File: config.mk
export PLATFORM = sky130hd
export DESIGN_NAME = triple_confirm_mode_entry_controller
export DESIGN_NICKNAME = d
export VERILOG_FILES = /design/src/tcmec_pkg.sv /design/src/tcmec_cfg.sv /design/src/tcmec_in_stage.sv /design/src/tcmec_step.sv /design/src/tcmec_out_stage.sv /design/src/triple_confirm_mode_entry_controller.sv
export SDC_FILE = /design/constraint.sdc
export NUM_CORES = 1
export LEC_CHECK = 0
export ABC_AREA = 0
export BUFFER_PORTS_ARGS = -buffer_cell sky130_fd_sc_hd__buf_2
export CORE_MARGIN = 5
export CORE_UTILIZATION = 60
export CTS_CLUSTER_SIZE = 25
export DETAILED_ROUTE_END_ITERATION = 7
export PLACE_DENSITY = 0.8
export RECOVER_POWER = 100
export SYNTH_ARGS = -nofsm -noshare
export SYNTH_HDL_FRONTEND = slang
export SYNTH_SLANG_ARGS = --single-unit
File: constraint.sdc
create_clock -name i_clk -period 6.8 [get_ports i_clk]
set_input_delay 1.36 -clock i_clk [delete_from_list [all_inputs] [get_ports i_clk]]
set_output_delay 1.36 -clock i_clk [all_outputs]
set_load 0.05 [all_outputs]
File: src/tcmec_pkg.sv
// ----------------------------------------------------------------------------
// tcmec_pkg
// Shared types and constants of the service mode controller.
// ----------------------------------------------------------------------------
`timescale 1ns / 1ps
`default_nettype none

package tcmec_pkg;

    // Command codes of an input item
    localparam logic [1:0] CMD_TICK  = 2'd0;
    localparam logic [1:0] CMD_FRAME = 2'd1;
    localparam logic [1:0] CMD_INIT  = 2'd2;

    // Recording action codes
    localparam logic [1:0] ACT_NONE    = 2'd0;
    localparam logic [1:0] ACT_DISABLE = 2'd1;
    localparam logic [1:0] ACT_ENABLE  = 2'd2;

    // Mode request codes
    localparam logic [1:0] CODE_LEAVE = 2'd0;
    localparam logic [1:0] CODE_ENTER = 2'd3;

    // Configuration register indexes
    localparam logic [1:0] CFG_REQUEST_WINDOW = 2'd0;
    localparam logic [1:0] CFG_CLEAR_WINDOW   = 2'd1;
    localparam logic [1:0] CFG_EXIT_HOLD_TIME = 2'd2;

    // Configuration reset values
    localparam logic [7:0] RST_REQUEST_WINDOW = 8'd100;
    localparam logic [7:0] RST_CLEAR_WINDOW   = 8'd100;
    localparam logic [7:0] RST_EXIT_HOLD_TIME = 8'd50;

    localparam logic [7:0] CNT_MAX     = 8'd255;
    localparam logic [7:0] CONFIRM_CNT = 8'd3;

    typedef struct packed {
        logic [1:0] cmd;
        logic       engine_running;
        logic       diag_active;
        logic       main_wakeup;
        logic       wake_signal;
        logic [7:0] vehicle_speed;
        logic       clear_request;
        logic       request_low_bit;
        logic       request_high_bit;
        logic [7:0] wake_count;
        logic       soft_reset;
    } t_item;

    typedef struct packed {
        logic       mode_active;
        logic [1:0] record_action;
        logic       clear_all_faults;
    } t_result;

    typedef struct packed {
        logic [7:0] request_window;
        logic [7:0] clear_window;
        logic [7:0] exit_hold_time;
    } t_cfg;

    // Saturating decrement towards zero
    function automatic logic [7:0] f_dec_sat(input logic [7:0] v);
        return (v != 8'd0) ? 8'(v - 8'd1) : 8'd0;
    endfunction

    // Saturating increment towards CNT_MAX
    function automatic logic [7:0] f_inc_sat(input logic [7:0] v);
        return (v != CNT_MAX) ? 8'(v + 8'd1) : CNT_MAX;
    endfunction

endpackage

`default_nettype wire

File: src/tcmec_cfg.sv
// ----------------------------------------------------------------------------
// tcmec_cfg
// Configuration registers, written over their own valid/ready channel.
// ----------------------------------------------------------------------------
`timescale 1ns / 1ps
`default_nettype none

module tcmec_cfg (
    input  wire logic            i_clk,
    input  wire logic            i_rst_n,
    input  wire logic            i_cfg_valid,
    input  wire logic [1:0]      i_cfg_index,
    input  wire logic [7:0]      i_cfg_data,
    output tcmec_pkg::t_cfg      o_cfg
);

    tcmec_pkg::t_cfg r_cfg;

    // A transfer is taken every cycle; unknown indexes are dropped
    always_ff @(posedge i_clk) begin
        if (!i_rst_n) begin
            r_cfg.request_window <= tcmec_pkg::RST_REQUEST_WINDOW;
            r_cfg.clear_window   <= tcmec_pkg::RST_CLEAR_WINDOW;
            r_cfg.exit_hold_time <= tcmec_pkg::RST_EXIT_HOLD_TIME;
        end else if (i_cfg_valid) begin
            case (i_cfg_index)
                tcmec_pkg::CFG_REQUEST_WINDOW: r_cfg.request_window <= i_cfg_data;
                tcmec_pkg::CFG_CLEAR_WINDOW:   r_cfg.clear_window   <= i_cfg_data;
                tcmec_pkg::CFG_EXIT_HOLD_TIME: r_cfg.exit_hold_time <= i_cfg_data;
                default: ;
            endcase
        end
    end

    assign o_cfg = r_cfg;

endmodule

`default_nettype wire

File: src/tcmec_in_stage.sv
// ----------------------------------------------------------------------------
// tcmec_in_stage
// Input register: holds one accepted item until the step logic takes it.
// ----------------------------------------------------------------------------
`timescale 1ns / 1ps
`default_nettype none

module tcmec_in_stage (
    input  wire logic             i_clk,
    input  wire logic             i_rst_n,
    input  wire logic             i_valid,
    input  wire tcmec_pkg::t_item i_item,
    input  wire logic             i_advance,
    output logic                  o_ready,
    output logic                  o_valid,
    output tcmec_pkg::t_item      o_item
);

    logic             r_valid;
    tcmec_pkg::t_item r_item;

    // Free when empty or when the held item moves on this cycle
    assign o_ready = !r_valid || i_advance;

    always_ff @(posedge i_clk) begin
        if (!i_rst_n) begin
            r_valid <= 1'b0;
        end else if (o_ready) begin
            r_valid <= i_valid;
        end
    end

    always_ff @(posedge i_clk) begin
        if (o_ready && i_valid) begin
            r_item <= i_item;
        end
    end

    assign o_valid = r_valid;
    assign o_item  = r_item;

endmodule

`default_nettype wire

File: src/tcmec_step.sv
// ----------------------------------------------------------------------------
// tcmec_step
// Controller state and the per-item update: timers, confirmation counts,
// mode entry and exit, fault clear pulse.
// ----------------------------------------------------------------------------
`timescale 1ns / 1ps
`default_nettype none

module tcmec_step (
    input  wire logic             i_clk,
    input  wire logic             i_rst_n,
    input  wire logic             i_en,
    input  wire tcmec_pkg::t_item i_item,
    input  wire tcmec_pkg::t_cfg  i_cfg,
    output tcmec_pkg::t_result    o_result
);

    logic       r_mode_on,         n_mode_on;
    logic       r_saved_marker,    n_saved_marker;
    logic [7:0] r_post_reset_wait, n_post_reset_wait;
    logic [7:0] r_request_timer,   n_request_timer;
    logic [7:0] r_clear_timer,     n_clear_timer;
    logic [7:0] r_exit_hold_timer, n_exit_hold_timer;
    logic [7:0] r_request_count,   n_request_count;
    logic [7:0] r_clear_count,     n_clear_count;
    logic [1:0] r_last_code,       n_last_code;

    logic [1:0] action;
    logic       clear_pulse;

    // Next state for the item in the input register
    always_comb begin
        logic [1:0] code;
        logic       safe;
        logic       leave;
        logic       enter;

        code  = {i_item.request_high_bit, i_item.request_low_bit};
        safe  = !i_item.engine_running && (i_item.vehicle_speed == 8'd0) &&
                i_item.main_wakeup && i_item.wake_signal && !i_item.diag_active;
        leave = 1'b0;
        enter = 1'b0;

        n_mode_on         = r_mode_on;
        n_saved_marker    = r_saved_marker;
        n_post_reset_wait = r_post_reset_wait;
        n_request_timer   = r_request_timer;
        n_clear_timer     = r_clear_timer;
        n_exit_hold_timer = r_exit_hold_timer;
        n_request_count   = r_request_count;
        n_clear_count     = r_clear_count;
        n_last_code       = r_last_code;
        action            = tcmec_pkg::ACT_NONE;
        clear_pulse       = 1'b0;

        case (i_item.cmd)
            tcmec_pkg::CMD_INIT: begin
                if (i_item.wake_count != tcmec_pkg::CNT_MAX) begin
                    n_post_reset_wait = 8'(i_item.wake_count + 8'd1);
                end
                n_exit_hold_timer = 8'd0;
                n_request_timer   = 8'd0;
                n_clear_timer     = 8'd0;
                n_request_count   = 8'd0;
                n_clear_count     = 8'd0;
                // Restore only after a software reset with the marker set
                if (i_item.soft_reset && r_saved_marker) begin
                    n_mode_on = 1'b1;
                    action    = tcmec_pkg::ACT_DISABLE;
                end else begin
                    n_mode_on = 1'b0;
                    action    = tcmec_pkg::ACT_ENABLE;
                end
            end

            tcmec_pkg::CMD_TICK: begin
                n_post_reset_wait = tcmec_pkg::f_dec_sat(r_post_reset_wait);
                n_clear_timer     = tcmec_pkg::f_dec_sat(r_clear_timer);
                n_request_timer   = tcmec_pkg::f_dec_sat(r_request_timer);
                n_exit_hold_timer = i_item.main_wakeup ? i_cfg.exit_hold_time
                                  : tcmec_pkg::f_dec_sat(r_exit_hold_timer);
                // Safety exit, judged on the updated timers
                if (r_mode_on && (i_item.engine_running ||
                                  (i_item.vehicle_speed != 8'd0) ||
                                  i_item.diag_active || !i_item.wake_signal ||
                                  (!i_item.main_wakeup &&
                                   (n_post_reset_wait == 8'd0) &&
                                   (n_exit_hold_timer == 8'd0)))) begin
                    leave = 1'b1;
                end
            end

            tcmec_pkg::CMD_FRAME: begin
                if (safe) begin
                    // Mode request confirmation
                    if (r_request_timer == 8'd0) begin
                        n_request_count = 8'd1;
                        n_request_timer = i_cfg.request_window;
                    end else begin
                        n_request_count = tcmec_pkg::f_inc_sat(r_request_count);
                    end
                    if (n_request_count == 8'd1) begin
                        n_last_code = code;
                    end else if (r_last_code != code) begin
                        n_last_code     = code;
                        n_request_count = 8'd1;
                        n_request_timer = i_cfg.request_window;
                    end else if (n_request_count == tcmec_pkg::CONFIRM_CNT) begin
                        if (code == tcmec_pkg::CODE_ENTER) begin
                            enter = 1'b1;
                        end else if (code == tcmec_pkg::CODE_LEAVE) begin
                            leave = 1'b1;
                        end
                        n_request_timer = 8'd0;
                    end
                    // Fault clear confirmation
                    if (i_item.clear_request) begin
                        if (r_clear_timer == 8'd0) begin
                            n_clear_count = 8'd1;
                            n_clear_timer = i_cfg.clear_window;
                        end else begin
                            n_clear_count = tcmec_pkg::f_inc_sat(r_clear_count);
                        end
                        clear_pulse = (n_clear_count >= tcmec_pkg::CONFIRM_CNT);
                    end else begin
                        n_clear_timer = 8'd0;
                    end
                end else if (i_item.main_wakeup || (r_exit_hold_timer == 8'd0)) begin
                    leave = 1'b1;
                end
            end

            default: ;
        endcase

        // Mode transitions
        if (enter) begin
            n_mode_on      = 1'b1;
            n_saved_marker = 1'b1;
            action         = tcmec_pkg::ACT_DISABLE;
        end
        if (leave) begin
            n_mode_on       = 1'b0;
            n_saved_marker  = 1'b0;
            n_request_count = 8'd0;
            action          = tcmec_pkg::ACT_ENABLE;
        end
    end

    // Control state
    always_ff @(posedge i_clk) begin
        if (!i_rst_n) begin
            r_mode_on         <= 1'b0;
            r_saved_marker    <= 1'b0;
            r_post_reset_wait <= 8'd0;
            r_request_timer   <= 8'd0;
            r_clear_timer     <= 8'd0;
            r_exit_hold_timer <= 8'd0;
            r_request_count   <= 8'd0;
            r_clear_count     <= 8'd0;
            r_last_code       <= 2'd0;
        end else if (i_en) begin
            r_mode_on         <= n_mode_on;
            r_saved_marker    <= n_saved_marker;
            r_post_reset_wait <= n_post_reset_wait;
            r_request_timer   <= n_request_timer;
            r_clear_timer     <= n_clear_timer;
            r_exit_hold_timer <= n_exit_hold_timer;
            r_request_count   <= n_request_count;
            r_clear_count     <= n_clear_count;
            r_last_code       <= n_last_code;
        end
    end

    assign o_result.mode_active      = n_mode_on;
    assign o_result.record_action    = action;
    assign o_result.clear_all_faults = clear_pulse;

endmodule

`default_nettype wire

File: src/tcmec_out_stage.sv
// ----------------------------------------------------------------------------
// tcmec_out_stage
// Result register: holds one result until the receiver takes it.
// ----------------------------------------------------------------------------
`timescale 1ns / 1ps
`default_nettype none

module tcmec_out_stage (
    input  wire logic               i_clk,
    input  wire logic               i_rst_n,
    input  wire logic               i_load,
    input  wire tcmec_pkg::t_result i_result,
    input  wire logic               i_ready,
    output logic                    o_space,
    output logic                    o_valid,
    output tcmec_pkg::t_result      o_result
);

    logic               r_valid;
    tcmec_pkg::t_result r_result;

    // Room when empty or when the held result is taken this cycle
    assign o_space = !r_valid || i_ready;

    always_ff @(posedge i_clk) begin
        if (!i_rst_n) begin
            r_valid <= 1'b0;
        end else if (o_space) begin
            r_valid <= i_load;
        end
    end

    always_ff @(posedge i_clk) begin
        if (i_load) begin
            r_result <= i_result;
        end
    end

    assign o_valid  = r_valid;
    assign o_result = r_result;

endmodule

`default_nettype wire

File: src/triple_confirm_mode_entry_controller.sv
// ----------------------------------------------------------------------------
// triple_confirm_mode_entry_controller
// Service mode controller: entry/exit confirmed by three identical request
// codes, exit also when unsafe; fault clear confirmed by three clear requests.
//
// Usage:
// - Input channel i_valid/o_ready carries one item (tick, frame or init).
//   Each input item yields exactly one result on o_valid/i_ready.
// - Configuration channel i_cfg_valid/o_cfg_ready writes one 8-bit register
//   per transfer; it is always ready. Write only while the block is idle.
// - An accepted item waits in the input register; the step logic then
//   writes its result into the result register when that register has room.
// - Throughput: one item per cycle while the receiver does not stall, set
//   by the state update between the input and result registers.
// - When the receiver stalls, the result register holds and the input
//   register still takes one more item; after that o_ready drops.
// - Synchronous reset clears all mode state and timers, empties both
//   registers and loads the configuration defaults (100, 100, 50).
// ----------------------------------------------------------------------------
`timescale 1ns / 1ps
`default_nettype none

module triple_confirm_mode_entry_controller (
    input  wire logic       i_clk,
    input  wire logic       i_rst_n,
    // Configuration
    input  wire logic       i_cfg_valid,
    output logic            o_cfg_ready,
    input  wire logic [1:0] i_cfg_index,
    input  wire logic [7:0] i_cfg_data,
    // Input items
    input  wire logic       i_valid,
    output logic            o_ready,
    input  wire logic [1:0] i_cmd,
    input  wire logic       i_engine_running,
    input  wire logic       i_diag_active,
    input  wire logic       i_main_wakeup,
    input  wire logic       i_wake_signal,
    input  wire logic [7:0] i_vehicle_speed,
    input  wire logic       i_clear_request,
    input  wire logic       i_request_low_bit,
    input  wire logic       i_request_high_bit,
    input  wire logic [7:0] i_wake_count,
    input  wire logic       i_soft_reset,
    // Results
    output logic            o_valid,
    input  wire logic       i_ready,
    output logic            o_mode_active,
    output logic [1:0]      o_record_action,
    output logic            o_clear_all_faults
);

    tcmec_pkg::t_cfg    cfg;
    tcmec_pkg::t_item   in_item;
    tcmec_pkg::t_item   held_item;
    tcmec_pkg::t_result step_result;
    tcmec_pkg::t_result out_result;
    logic               held_valid;
    logic               out_space;
    logic               advance;

    assign o_cfg_ready = 1'b1;

    // Bundle the input fields
    assign in_item.cmd              = i_cmd;
    assign in_item.engine_running   = i_engine_running;
    assign in_item.diag_active      = i_diag_active;
    assign in_item.main_wakeup      = i_main_wakeup;
    assign in_item.wake_signal      = i_wake_signal;
    assign in_item.vehicle_speed    = i_vehicle_speed;
    assign in_item.clear_request    = i_clear_request;
    assign in_item.request_low_bit  = i_request_low_bit;
    assign in_item.request_high_bit = i_request_high_bit;
    assign in_item.wake_count       = i_wake_count;
    assign in_item.soft_reset       = i_soft_reset;

    // Held item is processed when the result register has room
    assign advance = held_valid && out_space;

    tcmec_cfg u_cfg (
        .i_clk       (i_clk),
        .i_rst_n     (i_rst_n),
        .i_cfg_valid (i_cfg_valid),
        .i_cfg_index (i_cfg_index),
        .i_cfg_data  (i_cfg_data),
        .o_cfg       (cfg)
    );

    tcmec_in_stage u_in_stage (
        .i_clk     (i_clk),
        .i_rst_n   (i_rst_n),
        .i_valid   (i_valid),
        .i_item    (in_item),
        .i_advance (advance),
        .o_ready   (o_ready),
        .o_valid   (held_valid),
        .o_item    (held_item)
    );

    tcmec_step u_step (
        .i_clk    (i_clk),
        .i_rst_n  (i_rst_n),
        .i_en     (advance),
        .i_item   (held_item),
        .i_cfg    (cfg),
        .o_result (step_result)
    );

    tcmec_out_stage u_out_stage (
        .i_clk    (i_clk),
        .i_rst_n  (i_rst_n),
        .i_load   (advance),
        .i_result (step_result),
        .i_ready  (i_ready),
        .o_space  (out_space),
        .o_valid  (o_valid),
        .o_result (out_result)
    );

    assign o_mode_active      = out_result.mode_active;
    assign o_record_action    = out_result.record_action;
    assign o_clear_all_faults = out_result.clear_all_faults;

endmodule

`default_nettype wire
# After elaboration in Yosys (flattened, before gate mapping)
# Cells that the tools add are included.
[word_totals] word_cells=168 reg_bits=108 in_bits=41 out_inout_bits=7
[classes] mux=61 addsub=7 n_eq_ne=16 n_reduce_logical=55 n_lt_le_gt_ge=1
[op_table] op="2-to-1 mux 8 bit" count=29
[op_table] op="case mux 8 bit (2 select lines)" count=4
[op_table] op="logical NOT 8 bit" count=6
[op_table] op="case mux 8 bit (3 select lines)" count=2
[op_table] op="nonzero test 8 bit" count=5
[op_table] op="subtractor 8 x 1 -> 8 bit (second input constant)" count=4
[op_table] op="adder 8 x 1 -> 8 bit (second input constant)" count=3
[op_table] op="!= test 8 bit (second input constant)" count=3
[op_table] op="2-to-1 mux 1 bit" count=20
[op_table] op="AND reduction 3 bit" count=4
[op_table] op="AND reduction 4 bit" count=3
[op_table] op="logical AND 1 bit" count=10
[op_table] op="2-to-1 mux 2 bit" count=5
[op_table] op="AND reduction 2 bit" count=5
[op_table] op="== test 8 x 1 -> 1 bit (second input constant)" count=1
[op_table] op="== test 8 x 2 -> 1 bit (second input constant)" count=1
[op_table] op=">= comparator 8 x 2 -> 1 bit (second input constant)" count=1
[op_table] op="nonzero test 2 bit" count=4
[op_table] op="logical OR 1 bit" count=7
[op_table] op="== test 2 bit (second input constant)" count=3
[op_table] op="logical NOT 1 bit" count=6
[op_table] op="logical NOT 2 bit" count=3
[op_table] op="nonzero test 3 bit" count=2
[op_table] op="== test 2 x 1 -> 1 bit (second input constant)" count=2
[op_table] op="6 further kinds" count=7

# Depth between registers and ports, before layout
[depth] ltp_word=15 mapped_depth=12 depth_no_buf=10

# Hierarchy
# Synthesis repeated with hierarchy kept, for this count alone.
[hier_totals] cells_unflattened=681 area_unflattened_um2=5948.2
[modules_own_cells] mod="tcmec_step" area_per_inst_um2=3972.6 instances=1 cells_per_inst=545 seq_area_each_um2=1041.0
[modules_own_cells] mod="tcmec_cfg" area_per_inst_um2=950.9 instances=1 cells_per_inst=94 seq_area_each_um2=480.5
[modules_own_cells] mod="tcmec_in_stage" area_per_inst_um2=838.3 instances=1 cells_per_inst=31 seq_area_each_um2=800.8
[modules_own_cells] mod="tcmec_out_stage" area_per_inst_um2=168.9 instances=1 cells_per_inst=8 seq_area_each_um2=140.1
[modules_own_cells] mod="triple_confirm_mode_entry_controller" area_per_inst_um2=17.5 instances=1 cells_per_inst=3 seq_area_each_um2=0.0

# Worst setup path before layout
# Ideal clock, no wire load.
[synth_timing] path_kind="input to output" startpoint="input i_ready" endpoint="output o_ready" slack_ps=3576 path_buffers=0 cell_stages=2 t_arrival_ps=1864 cell_sequence="nor2b_1 > nand2_1"
[synth_between] elab_chain_len=3
[synth_lines] item="start: declaration" line="triple_confirm_mode_entry_controller.sv:47" text="input wire logic i_ready,"
[synth_lines] item="logical OR 1 bit" line="tcmec_out_stage.sv:23" text="assign o_space = !r_valid || i_ready;"
[synth_lines] item="logical AND 1 bit" line="triple_confirm_mode_entry_controller.sv:78" text="assign advance = held_valid && out_space;"
[synth_lines] item="logical OR 1 bit" line="tcmec_in_stage.sv:23" text="assign o_ready = !r_valid || i_advance;"
[synth_lines] item="end: declaration" line="triple_confirm_mode_entry_controller.sv:33" text="output logic o_ready,"
# Every way passes these cells.

# Worst setup path in the final report
[layout_timing] startpoint="input i_rst_n" endpoint="register u_step.r_clear_timer[4]"
[layout_rtl] item="start: declaration" line="triple_confirm_mode_entry_controller.sv:25" text="input wire logic i_rst_n,"
[layout_rtl] item="end signal: assignment" line="tcmec_step.sv:167" text="r_clear_timer <= n_clear_timer;"
[layout_rtl] item="end: declaration" line="tcmec_step.sv:22" text="logic [7:0] r_clear_timer, n_clear_timer;"
# No word-level cell between the ends.

==> impl_results.md <==
- Failing checks: capacitance limit, slew limit
- Post-route setup TNS: 0 ns
- Required time worst endpoint: 7.08 ns
- Outcome: finished, violations left
- Mapped cell area: 0.005709 sq mm
- Placed Cells: 791
- Critical path arrival: 4.30 ns
- Die height: 107.5 um
- Top_reg_cell synth: dfxtp_1
- Routed vias: 5026
- Pwr per Cell Area: 207.5 mW/mm^2
- Max Freq: 248.7 MHz
- CTS tree: done
- # resized after CTS: 0
- Root Driver: clkbuf_8
- CTS sink cnt: 108
- Remaining antenna violation count after routing: 0
- Cell depth of the worst hold path: 2
- R2R Path End: u_step.r_request_count[0]
- Finished Layout Cells: 807
- R2r worst-path depth: 10
- N_diodes: 0
- Mapped Avg Cell Area: 8.852 sq um
- Setup Buffers After CTS: 0
- Clk slew on worst S/H paths: 0.10 ns
- Drt wl/cell: 17.05 um
- Final Hold Viols: 0
- Hold_buf cts: 0
- Crit Path Max Fanout: 36
- Worst path slowest cell: clkbuf_1
- Final wirelength: 13760 um
- #FFs+latches synth: 108
- Num ports: 48
- Worst r2r src: u_step.r_exit_hold_timer[0]
- Area leader, netlist: dfxtp_1
- Kind of critical path: in2reg
- Placement Cell Area: 0.005971 sq mm
- Slew HR: -17.50%
- VDD IR-drop max: 0.1487 mV
- Die width: 107.5 um
- Startpoint Class: primary input
- HP Class: reg2reg
- Worst setup EP type: flip-flop
- Clk buf depth: 2
- Yosys Warn Count: 0
- Post-synthesis cell type count: 71
- Share of layout cells above drive strength 1: 9.882%
- Syn Inst Count: 645
- Period utilisation layout: 59.12%
- Drt pass-1 iters: 6
- RSZ-0062 raised after global routing: no
- Die ar.: 0.01157 sq mm
- Largest net degree at the start of global routing: 37
- Commonest cells after routing, fill and taps aside: 88 x nor2_1, 78 x dfxtp_1, 58 x nand2_1
- Fraction of registers with async set/reset: 0%
- Num CTS Buffers: 9
- Area Overhead vs Synth: 7.210%
- Vias in the first global route: 4726
- I/O Buffers: 46
- Initial core utilization: 61.79%
- Avg Vias per Cell: 6.228
- Post-route cell area: 0.006121 sq mm
- Top cell type's share of synthesized area: 27.35%
- # setup viols final: 0
- Core Area: 0.009240 sq mm
- Residual DRC: 0
- CP top delay family: buffers and inverters
- Nets: 728
- Initial antenna violation count: 0
- Hold wc startpoint: u_cfg.o_cfg[1]
- FP Rows: 35
- Clock skew: 0.01243 ns
- Hold endpoint: u_cfg.o_cfg[1]
- Global placer's final weighted congestion: 0.8964
- GRT Util Overall: 24.56%
- Most used cell, CP: clkbuf_1
- Buf/Inv on CP: 3
- Slowest cell delay on critical path: 0.93 ns
- DR iter-0 viols: 410
- Largest cells by area after synthesis: dfxtp_1 27%, edfxtp_1 16%, nor2_1 5.8%
- Global-route wire length before repair: 22800 um
- Final HPWL from detailed placement: 9863 um
- CTS H-tree depth: 3
- Grt ovf: 0
- Min Clock Period, post-route: 4.020 ns
- Max_cap viols: 1
- Synthesized Nets: 700
- Clock latency on the worst-skew pair: 0.39 ns
- Reg-to-reg slack, setup: 2.99 ns
- Most common cell after layout, fill and taps aside: nor2_1
- P_leak: 2.359 nW
- Worst-Margin Slew: 1.763 ns
- FILL cells: 745
- EDFF count, synth: 30
- Post-synthesis sequential area ratio: 43.13%
- Final Max Tran Viols: 37
- CP cell instances: clkbuf_1 > inv_1 > clkbuf_1 > a211oi_1
[where the power goes]
group          internal [mW]  switching (mW)
sequential             0.683          0.0178
clock                  0.177           0.236
combinational         0.0555           0.100
total                  0.916           0.354
[Yosys cell counts (all sizes together) (3+ instances only)]
| cell | number |
|---|---|
| a22oi | 22 |
| o31ai | 4 |
| and4 | 3 |
| nor3b | 3 |
| a211oi | 10 |
| nand2 | 58 |
| or4 | 3 |
| a21oi | 33 |
| inv | 28 |
| a21o | 5 |
| xor2 | 8 |
| mux2i | 27 |
| nand2b | 5 |
| edfxtp | 30 |
| xnor2 | 11 |
| o21a | 3 |
| buf | 10 |
| nand3b | 3 |
| o211a | 4 |
| nand4 | 8 |
| and2 | 6 |
| a41oi | 4 |
| o21ai | 31 |
| nor2 | 89 |
| nand3 | 20 |
| a31o | 4 |
| ha | 14 |
| or3 | 3 |
| o2111ai | 5 |
| o211ai | 5 |
| o22ai | 6 |
| clkbuf | 22 |
| dfxtp | 78 |
| a31oi | 7 |
| and3 | 11 |
| nor4 | 12 |
| nor3 | 18 |
| a211o | 3 |
[worst max path at each step]
stage,from,end,cells past startpoint
4_1_cts,i_ready,u_step.r_post_reset_wait[3],9
6_report,i_rst_n,u_step.r_clear_timer[4],4
3_5_place_dp,i_ready,u_step.r_post_reset_wait[3],9
5_1_grt,i_rst_n,u_step.r_clear_timer[7],4
3_3_place_gp,i_ready,u_step.r_post_reset_wait[3],9
2_1_floorplan,i_ready,o_ready,2
[layout make-up]
type / count / area [sq um] / share of cell area [%]
multi-input cells: 477 / 2958 / 48.32
clock inverters: 7 / 81.33 / 1.329
inverters: 28 / 105.1 / 1.717
clock buffers: 9 / 123.9 / 2.024
repair buffers: 49 / 229.0 / 3.741
flip-flops and latches: 108 / 2462 / 40.23
well taps: 129 / 161.4 / 2.637
[worst register-to-register path: cells and delay by family, from the launching register on]
kind,cells,cell delay [ns]
AO/OA/AOI/OAI,5,1.84
AND/OR/NAND/NOR,3,1.13
flip-flops,1,0.38
adder cells (fa/ha/maj),1,0.21
buffers and inverters,1,0.15
[state kept, by name, summed over array words and instances, names as in the netlist, 4 cells and up]
name	cells
u_step.r_exit_hold_timer	8
u_step.r_clear_timer	8
u_in_stage.o_item	26
u_out_stage.o_result	4
u_step.r_post_reset_wait	8
u_cfg.o_cfg	24
u_step.r_request_count	8
u_step.r_clear_count	8
u_step.r_request_timer	8
[stage by stage]
step	power, mW	setup slack [ns]	hold slack [ns]	utilization (%)
detailed placement	0.8701	2.757	0.4712	64.62
CTS	1.277	3.179	0.4950	66.84
global placement	0.8644	2.909	0.4619	64.62
floorplan	0.8266	3.576	0.4298	-
finish	1.270	2.780	0.4911	66.24
global route	1.323	2.566	0.5316	66.24
[logic make-up after synthesis]
| kind of cell | after synthesis | share of synthesized area [%] |
|---|---|---|
| and+or+nand+nor | 250 | 21.28 |
| DFF | 108 | 43.13 |
| buffers and inverters | 60 | 4.514 |
| adders and majority gates | 14 | 3.068 |
| AOI/OAI and AO/OA | 164 | 19.90 |
| xor gates and xnor gates | 19 | 2.915 |
| muxes | 29 | 5.128 |
| other | 1 | 0.06568 |
[metal layers]
layer  up-vias  global-route usage, %  part of all wire (%)
li1       2415                      -                     -
met1      2397                  31.35                    43
met2       188                  41.34                    49
met3        26                  4.979                   5.7
met4         0                  8.566                   2.0
met5         -                      0                     0
(Power assumes the default switching activity.)
